--- config.mk ---
export PLATFORM = sky130hd
export DESIGN_NAME = qse_cell
export DESIGN_NICKNAME = d
export VERILOG_FILES = /design/src/design/assert_macros.svh /design/src/design/qse_pkg.sv /design/src/design/qse_cell.sv
export SDC_FILE = /design/constraint.sdc
export NUM_CORES = 1
export LEC_CHECK = 0
export BUFFER_PORTS_ARGS = -buffer_cell sky130_fd_sc_hd__clkbuf_2
export CORE_AREA = 2 2 82 84
export DETAILED_ROUTE_END_ITERATION = 8
export DIE_AREA = 0 0 84 86
export GPL_ROUTABILITY_DRIVEN = 1
export HOLD_SLACK_MARGIN = 0.06
export PLACE_DENSITY = 0.77
export SLEW_MARGIN = 15
export SYNTH_ARGS = -nofsm -noshare
export SYNTH_HDL_FRONTEND = slang
export SYNTH_SLANG_ARGS = --single-unit
--- constraint.sdc ---
create_clock -name clk_i -period 4.3 [get_ports clk_i]
set_clock_uncertainty 0.1 [all_clocks]
set_input_delay 0.86 -clock clk_i [delete_from_list [all_inputs] [get_ports clk_i]]
set_output_delay 0.86 -clock clk_i [all_outputs]
set_load 0.05 [all_outputs]
--- src/design/assert_macros.svh ---
// assertion macros used by the sort engine
`ifndef ASSERT_MACROS_SVH
`define ASSERT_MACROS_SVH

// clocked assertion, disabled while reset is asserted
`define ASSERT_CLK(label, clk, rst_n, prop, msg) \
  label: assert property (@(posedge clk) disable iff (!rst_n) prop) else $error(msg);

// clocked assertion that also holds during reset
`define ASSERT_ALWAYS(label, clk, prop, msg) \
  label: assert property (@(posedge clk) prop) else $error(msg);

`endif

--- src/design/qse_pkg.sv ---
// types shared by the sort engine modules
`timescale 1ns / 1ps
package qse_pkg;

  localparam int unsigned DataW = 32;

  typedef enum logic {
    ST_LOAD,
    ST_DRAIN
  } qse_state_e;

  // per-cycle command broadcast to every cell
  typedef struct packed {
    logic insert;
    logic shift;
  } qse_ctrl_t;

endpackage

--- src/design/qse_cell.sv ---
// one cell of the insertion chain: holds one element in sorted position
`timescale 1ns / 1ps
module qse_cell
  import qse_pkg::*;
(
  input  logic                    clk_i,
  input  qse_ctrl_t               ctrl_i,
  input  logic                    occupied_i,
  input  logic signed [DataW-1:0] new_value_i,
  input  logic                    left_take_i,
  input  logic signed [DataW-1:0] left_value_i,
  input  logic signed [DataW-1:0] right_value_i,
  output logic                    take_o,
  output logic signed [DataW-1:0] value_o
);

  logic signed [DataW-1:0] held_q, held_d;

  // new word belongs at or before this slot
  assign take_o  = !occupied_i || (new_value_i < held_q);
  assign value_o = held_q;

  always_comb begin
    held_d = held_q;
    if (ctrl_i.insert && take_o) begin
      // if the left neighbor also moves, its word shifts in here
      held_d = left_take_i ? left_value_i : new_value_i;
    end else if (ctrl_i.shift) begin
      held_d = right_value_i;
    end
  end

  always_ff @(posedge clk_i) begin
    held_q <= held_d;
  end

endmodule
Yosys cells after proc, flatten, opt, wreduce, memory -nomap -nowiden
Index checks and enable logic that the tools add are counted.
Storage, ports and cells
  flip-flop bits (word level): 32
  bits of input ports: 101
  output and inout bits: 33
Cells by class
  $lt $le $gt $ge: 1
  muxes and demuxes: 3
  reductions and logical operators: 4
Operator list (count)
  $mux W32: 3
  $lt A32 B32 Y1: 1
  $reduce_bool A2 Y1: 1
  $logic_and A1 B1 Y1: 1
  $logic_not A1 Y1: 1
  $logic_or A1 B1 Y1: 1

Depth between registers and ports, before layout
Gate-level depths: netlist of the first run.
  word-level depth: 4
  mapped depth: 9
  depth with buffers taken out: 8

Least setup slack after synthesis of the first run
OpenSTA, ideal clock, no wires.
  path kind: input to output
  start: input port new_value_i[1]
  end: output port take_o
  arrival: 3.762 ns
  setup slack: -0.422 ns
  cell stages on the path: 5
  path buffers: 0
  cell sequence: ha_1 > a2111oi_4 > a2111oi_1 > o31a_4 > o311ai_0
Between the ends
  word-level cells in the longest chain between the ends: 2
RTL lines
  start, declared: line qse_cell.sv:9  | input logic signed [DataW-1:0] new_value_i,
  $lt A32 B32 Y1: line qse_cell.sv:20  | assign take_o = !occupied_i || (new_value_i < held_q);
  $logic_or A1 B1 Y1: line qse_cell.sv:20
  end, declared: line qse_cell.sv:13  | output logic take_o,
Every way passes these cells.

Worst setup path in the final report of the first run
  start: input port new_value_i[17]
  end: output port take_o
The elaborated chain is that of the path after synthesis.

==> metrics.md, run 1 <==
| Metric | Value |
|---|---|
| Die height | ~86 µm |
| Int Pwr | roughly 770 µW |
| Routed WL per cell | about 14 µm |
| Setup TNS | 0 ns |
| R2r startpoint | value_o[31] |
| Hold Path Class | input pin to flop |
| Slew margin rel. | 44.06% |
| Worst skew pair latency | about 0.28 ns |
| Nets | 491 |
| Global route overflow | 0 |
| Crit path DAT | ~2.7 ns |
| Diode count | 0 |
| NetSw | between 500 and 600 µW |
| Postcts setup bufs | 0 |
| Dominant delay contributor by cell family on the critical path | compound AO/OA/AOI/OAI gates |
| Netlist cell types | 33 |
| Port Buffer Count | about 130 |
| Clock Power Share | between 10% and 20% |
| Clk slew on worst S/H paths | roughly 0.070 ns |
| Hold path startpoint | right_value_i[28] |
| Area of placed instances | 3487 µm² |
| Pin count of the biggest net entering global routing | 33 |
| Vias in the first global route | 2,179 |
| Final RePlAce weighted congestion | ~0.8 |
| Post-detail-place hpwl | slightly above 5000 µm |
| Reg2reg end | value_o[1] |
| Vias after detailed routing | about 2,200 |
| Final-report hold violation count | 0 |
| Root buf cell | clkbuf_8 |
| DR vias/cell | about 5 |
| Die Wd | 84 µm |
| Die area | about 7200 µm² |
| TritonCTS clock tree | built |
| Worst-margin pin slew | approximately 0.84 ns |
| GRT Total Usage | between 10% and 20% |
| Final slew viol count | 0 |
| Unrepaired setup endpoints after global routing | false |
| Max-Cap Viols | 0 |
| Sequential Power Share | 34.4% |
| Worst slack, placed | 0.5391 ns |
| Sink Count | 32 |
| Synth-to-Final Area Change | 28.42% |
| Synth Net Count | about 360 |
| TritonRoute pass-1 iters | 4 |
| Power Density | 358.3 nW/µm² |
| Hold depth | 2 |
| Post-Route WL | around 6000 µm |
| Final Util | ~57% |
| IO Pins | ~130 |
| Final worst slack | around 0.65 ns |
| CTS Buf Count | 5 |
| Cell count after synthesis | 223 |
| Layout cells sized above 1 | 59.44% |
| Pleak | around 1.8 nW |
| Std cell rows | 29 |
| Reg2Reg Setup Slack | approximately 1.2 ns |
| Antenna violations before repair | 0 |
| Drt initial violations | between 50 and 60 |
| Fmax | about 0.27 GHz |
| # DRC | 0 |
| Delay of the slowest critical-path stage | ~0.4 ns |
| CP startpoint kind | input pin |
| Critical Path, Cell by Cell | clkbuf_2, ha_1, a21oi_1, o21ai_0, a221oi_2, nand2_1, o311ai_1, clkbuf_2 |
| Synth Cell Area | about 2800 µm² |
| Syn Area/Cell | about 12 µm² |
| Run status | finished clean |
| # setup viols final | 0 |
| Register bit total from synthesis | 32 |
| Slowest-stage cell, CP | a221oi_2 |
| Sequential fraction of the synthesis area | approximately 35% |
| Clock buffer depth | 2 |
| Non-filler cells, final | 437 |
| Required time of the worst setup path | 3.34 ns |
| First-pass GRT wire length | approximately 10000 µm |
| Post-route ant nets | 0 |
| Hold EP | value_o[28] |
| VDD IR max | 0.1950 mV |
| Core area | ~6300 µm² |
| Tmin final | approximately 3.6 ns |
| CP most frequent cell | clkbuf_2 |
| Synth warn | 0 |
| Starting Density | around 44% |
| Combinational share of power | ~48% |
| Peak fanout along the critical path | 3 |
| Flip-flop count of the largest register after layout | 32 |
| H-tree depth | 2 |
| Reg2Reg Depth | 9 |
| Buf/Inv on CP | 2 |
| Power, Total | between 1 and 1.5 mW |
| Final Cycle Share | approximately 85% |
| CP endpoint kind | primary output |
| Crit Path Category | input pin to primary output |
| Sw Share | roughly two fifths |
| Cts repair resizes | 0 |
| WHS | around 0.78 ns |
| Final instance area | roughly 3600 µm² |
| Hold Buf Count CTS | 0 |
| DP Cell Count | 429 |
[power by group through the flow]
stage / sequential, mW / combinational (mW) / clock [mW]
after floorplan: 0.626 / 0.304 / 0
after global placement: 0.445 / 0.613 / 0
after detailed placement: 0.447 / 0.623 / 0
after CTS: 0.440 / 0.625 / 0.230
after global routing: 0.446 / 0.672 / 0.243
final: 0.440 / 0.619 / 0.219
[cell families after synthesis]
group / synth area share, %
compound gates: 8.649
fa+ha+maj: 13.96
buf+inv: 7.568
flops: 34.59
mux: 29.87
simple gates: 5.361
[cell usage after synthesis (all sizes together)]
master    n  share of area [%]
nor2      2               0.27
a2111oi   2                1.4
and3      1               0.27
mux2     64                 30
nand2    10                1.4
nor4      1               0.45
o221ai    2                1.3
o31a      1               0.63
nand4bb   1               0.59
or2       1               0.23
a221oi    1               0.54
buf       3                2.2
nand3b    1               0.27
nand4     4               0.90
o311ai    1               0.32
a21oi    11                2.0
o211ai    1               0.27
inv      36                4.9
a211o     1               0.32
edfxtp   32                 35
clkbuf    4               0.54
o21a      1               0.27
ha       31                 14
nand2b    2               0.72
a31oi     1               0.23
o22ai     1               0.23
a21o      2               0.54
and4      1               0.32
o21ai     4               0.72
[layout make-up]
cell class / instances / area, µm²
multi-input cells: 148 / 1607
well taps: 77 / 96.34
flip-flops and latches: 32 / 960.9
fillers: 577 / 2710
repair buffers: 136 / 688.2
clock inverters: 1 / 3.754
clock buffers: 7 / 76.32
inverters: 36 / 135.1
[how the worst max path moves through the flow]
stage / start / endpoint / slack (ns) / cells after the start
after floorplan: new_value_i[1] / take_o / 0.18 / 5
after global placement: new_value_i[31] / value_o[1] / 0.51 / 9
after detailed placement: new_value_i[31] / value_o[1] / 0.54 / 9
after CTS: new_value_i[19] / take_o / 0.64 / 8
after global routing: new_value_i[17] / take_o / 0.49 / 8
final: new_value_i[17] / take_o / 0.65 / 8
[cell usage in the layout, fill, tap and decap left out]
master,n
a2111oi_1,1
a2111oi_4,1
a211o_1,1
a21o_1,2
a21oi_1,11
a221oi_2,1
a31oi_1,1
and3_2,1
and4_1,1
buf_4,3
clkbuf_1,2
clkbuf_2,133
clkbuf_8,5
clkinv_1,1
edfxtp_1,32
ha_1,31
inv_1,36
mux2_2,35
mux2_4,29
nand2_1,10
nand2b_1,1
nand2b_4,1
nand3b_1,1
nand4_1,4
nand4bb_2,1
nor2_1,2
nor4_2,1
o211ai_1,1
o21a_1,1
o21ai_0,4
o221ai_1,1
o221ai_4,1
o22ai_1,1
o311ai_1,1
o31a_4,1
or2_2,1
[per-layer routing]
| metal | part of all wire [%] | wire, µm | GRT usage (%) |
|---|---|---|---|
| met1 | 42 | 2538 | 21.31 |
| met4 | 1.1 | 70 | 4.252 |
| met3 | 6.4 | 392 | 3.850 |
| met5 | 0 | 0 | 0 |
| met2 | 51 | 3109 | 30.47 |
Power figures use the tool's default switching activity.
==> run 2: changes to the inputs <==
--- a/config.mk
+++ b/config.mk
@@ -6,12 +6,12 @@
 export NUM_CORES = 1
 export LEC_CHECK = 0
 export BUFFER_PORTS_ARGS = -buffer_cell sky130_fd_sc_hd__clkbuf_2
-export CORE_AREA = 2 2 82 84
+export CORE_AREA = 2 2 84 86
 export DETAILED_ROUTE_END_ITERATION = 8
-export DIE_AREA = 0 0 84 86
+export DIE_AREA = 0 0 86 88
 export GPL_ROUTABILITY_DRIVEN = 1
 export HOLD_SLACK_MARGIN = 0.06
-export PLACE_DENSITY = 0.77
+export PLACE_DENSITY = 0.76
 export SLEW_MARGIN = 15
 export SYNTH_ARGS = -nofsm -noshare
 export SYNTH_HDL_FRONTEND = slang
==> constraint.sdc (replaced) <==
create_clock -name clk_i -period 3.2 [get_ports clk_i]
set_clock_uncertainty 0.1 [all_clocks]
set_input_delay 0.64 -clock clk_i [delete_from_list [all_inputs] [get_ports clk_i]]
set_output_delay 0.64 -clock clk_i [all_outputs]
set_load 0.05 [all_outputs]
==> metrics.md, run 2 (synthesis results as in run 1) <==
| Metric | Value |
|---|---|
| Final Util | 55.14% (-1.7 points) |
| Synth-to-Final Area Change | 31.89% |
| Layout cells sized above 1 | 60.22% (+0.78 points) |
| Delay of the slowest critical-path stage | 0.37 ns (-0.03 ns) |
| Pin count of the biggest net entering global routing | 33 (unchanged) |
| Final-report hold violation count | 0 (unchanged) |
| Worst skew pair latency | 0.29 ns (about the same) |
| Final slew viol count | 0 (unchanged) |
| Worst-margin pin slew | 0.8734 ns (+0.03427 ns) |
| Sw Share | 40.18% (+0.14 points) |
| IO Pins | 134 (unchanged) |
| Hold Buf Count CTS | 0 (unchanged) |
| Post-detail-place hpwl | 5385 µm (+6.6%) |
| Antenna violations before repair | 0 (unchanged) |
| Combinational share of power | 49.5% (+1.1 points) |
| Max-Cap Viols | 0 (unchanged) |
| Required time of the worst setup path | 2.46 ns (-0.88 ns) |
| DR vias/cell | 4.995 (+0.79%) |
| Slowest-stage cell, CP | o31a_4 |
| Clock Power Share | 17.0% (about the same) |
| Fillers | 600 (+4.0%) |
| Flip-flop count of the largest register after layout | 32 (unchanged) |
| Die Wd | 86 µm (+2.4%) |
| TritonRoute pass-1 iters | 4 (unchanged) |
| Die area | 7568 µm² (+4.8%) |
| Slew margin rel. | 41.77% (-2.3 points) |
| Std cell rows | 30 (+3.4%) |
| CP startpoint kind | input pin |
| TritonCTS clock tree | built |
| Port Buffer Count | 133 (unchanged) |
| VDD IR max | 0.2224 mV (+14%) |
| GRT Total Usage | 17.03% (-0.16 points) |
| Global route overflow | 0 (unchanged) |
| # DRC | 0 (unchanged) |
| Nets | 493 (+0.41%) |
| Reg2Reg Depth | 11 (+2) |
| Final Cycle Share | ~97% |
| Pleak | 1.873 nW (+1.8%) |
| Final RePlAce weighted congestion | 0.8225 (+2.8%) |
| WP depth | 7 (-1) |
| Drt initial violations | 62 (+15%) |
| Tmin final | 3.104 ns |
| # setup viols final | 0 (unchanged) |
| First-pass GRT wire length | 9963 µm (-0.21%) |
| Commonest non-fill, non-tap cell in the layout | clkbuf_2 |
| Critical Path, Cell by Cell | clkbuf_2, ha_1, a2111oi_4, a2111oi_2, o31a_4, o311ai_4, buf_12 |
| Vias after detailed routing | 2,208 (+1.9%) |
| WHS | 0.5480 ns (-0.2292 ns) |
| Die height | 88 µm (+2.3%) |
| NetSw | 710.9 µW (+39%) |
| H-tree depth | 2 (unchanged) |
| Hold depth | 2 (unchanged) |
| Post-route ant nets | 0 (unchanged) |
| Fmax | ~0.32 GHz |
| Run status | finished clean |
| Clk slew on worst S/H paths | 0.07 ns (about the same) |
| Crit Path Category | input pin to primary output |
| Core area | 6644 µm² (+5.8%) |
| Sequential Power Share | 33.5% (-0.9 points) |
| CTS Buf Count | 5 (unchanged) |
| Peak fanout along the critical path | 2 (-1) |
| Commonest cells after routing, fill and taps aside | clkbuf_2 (132), inv_1 (36), mux2_2 (35) |
| Post-Route WL | 6442 µm (+5.4%) |
| Power Density | 483.0 nW/µm² (+35%) |
| Starting Density | 41.81% (-2.4 points) |
| Unrepaired setup endpoints after global routing | false |
| Buf/Inv on CP | 2 (unchanged) |
| Crit path DAT | 2.36 ns (-0.33 ns) |
| Dominant delay contributor by cell family on the critical path | compound AO/OA/AOI/OAI gates |
| Clock buffer depth | 2 (unchanged) |
| Root buf cell | clkbuf_8 |
| Routed WL per cell | 14.57 µm (+4.2%) |
| Int Pwr | 1.059 mW (+38%) |
| Diode count | 0 (unchanged) |
| CP endpoint kind | primary output |
| Hold Path Class | input pin to flop |
| Sink Count | 32 (unchanged) |
| Vias in the first global route | 2,227 (+2.2%) |
run 2: cell type report:
cell class                      instances  area (µm²)  share of cell area [%]
Multi-Input combinational cell        148        1632                   44.54
Clock inverter                          1       3.754                  0.1025
Clock buffer                            7       76.32                   2.083
Sequential cell                        32       960.9                   26.23
Inverter                               36       135.1                   3.689
Tap cell                               80       100.1                   2.732
Timing Repair Buffer                  138       755.7                   20.63
run 2: through the flow:
step / instance area, µm² / std cells / setup slack [ns] / power (mW) / setup TNS, ns
4_1_cts: 3651 / 441 / 0.04052 / 1.782 / 0
6_report: 3664 / 442 / 0.09635 / 1.769 / 0
2_1_floorplan: 2798 / 223 / 0.1355 / 1.256 / 0
3_5_place_dp: 3571 / 433 / -0.04295 / 1.479 / -1.077
5_1_grt: 3664 / 442 / 0.02537 / 1.871 / 0
3_3_place_gp: 3571 / 433 / -0.01025 / 1.457 / -0.1667
run 2: path summary, 6_finish.rpt:
kind	start	end	slack [ns]
max	new_value_i[1]	take_o	0.1
min	right_value_i[31]	value_o[31]	0.55
max reg2reg	value_o[31]	value_o[18]	0.27
min reg2reg	value_o[31]	value_o[10]	1.30
run 2: power by group through the flow:
stage | Clock, mW | Sequential [mW] | Combinational [mW]
after floorplan | 0 | 0.840 | 0.415
after global placement | 0 | 0.600 | 0.857
after detailed placement | 0 | 0.604 | 0.875
after CTS | 0.309 | 0.595 | 0.878
after global routing | 0.323 | 0.602 | 0.946
final | 0.301 | 0.593 | 0.876
run 2: repair_timing:
item	CTS	global route
endpoints found under the setup margin	0	1
gates resized for setup	0	3
buffers inserted	0	1
endpoints found under the hold margin	0	0
run 2: metal layers:
layer	global-route usage (%)	part of all wire, %	up-vias
met5	0	0	-
met4	4.906	1.2	0
met3	4.618	6.6	8
met2	31.22	51	83
met1	19.39	42	1020
li1	-	-	1097
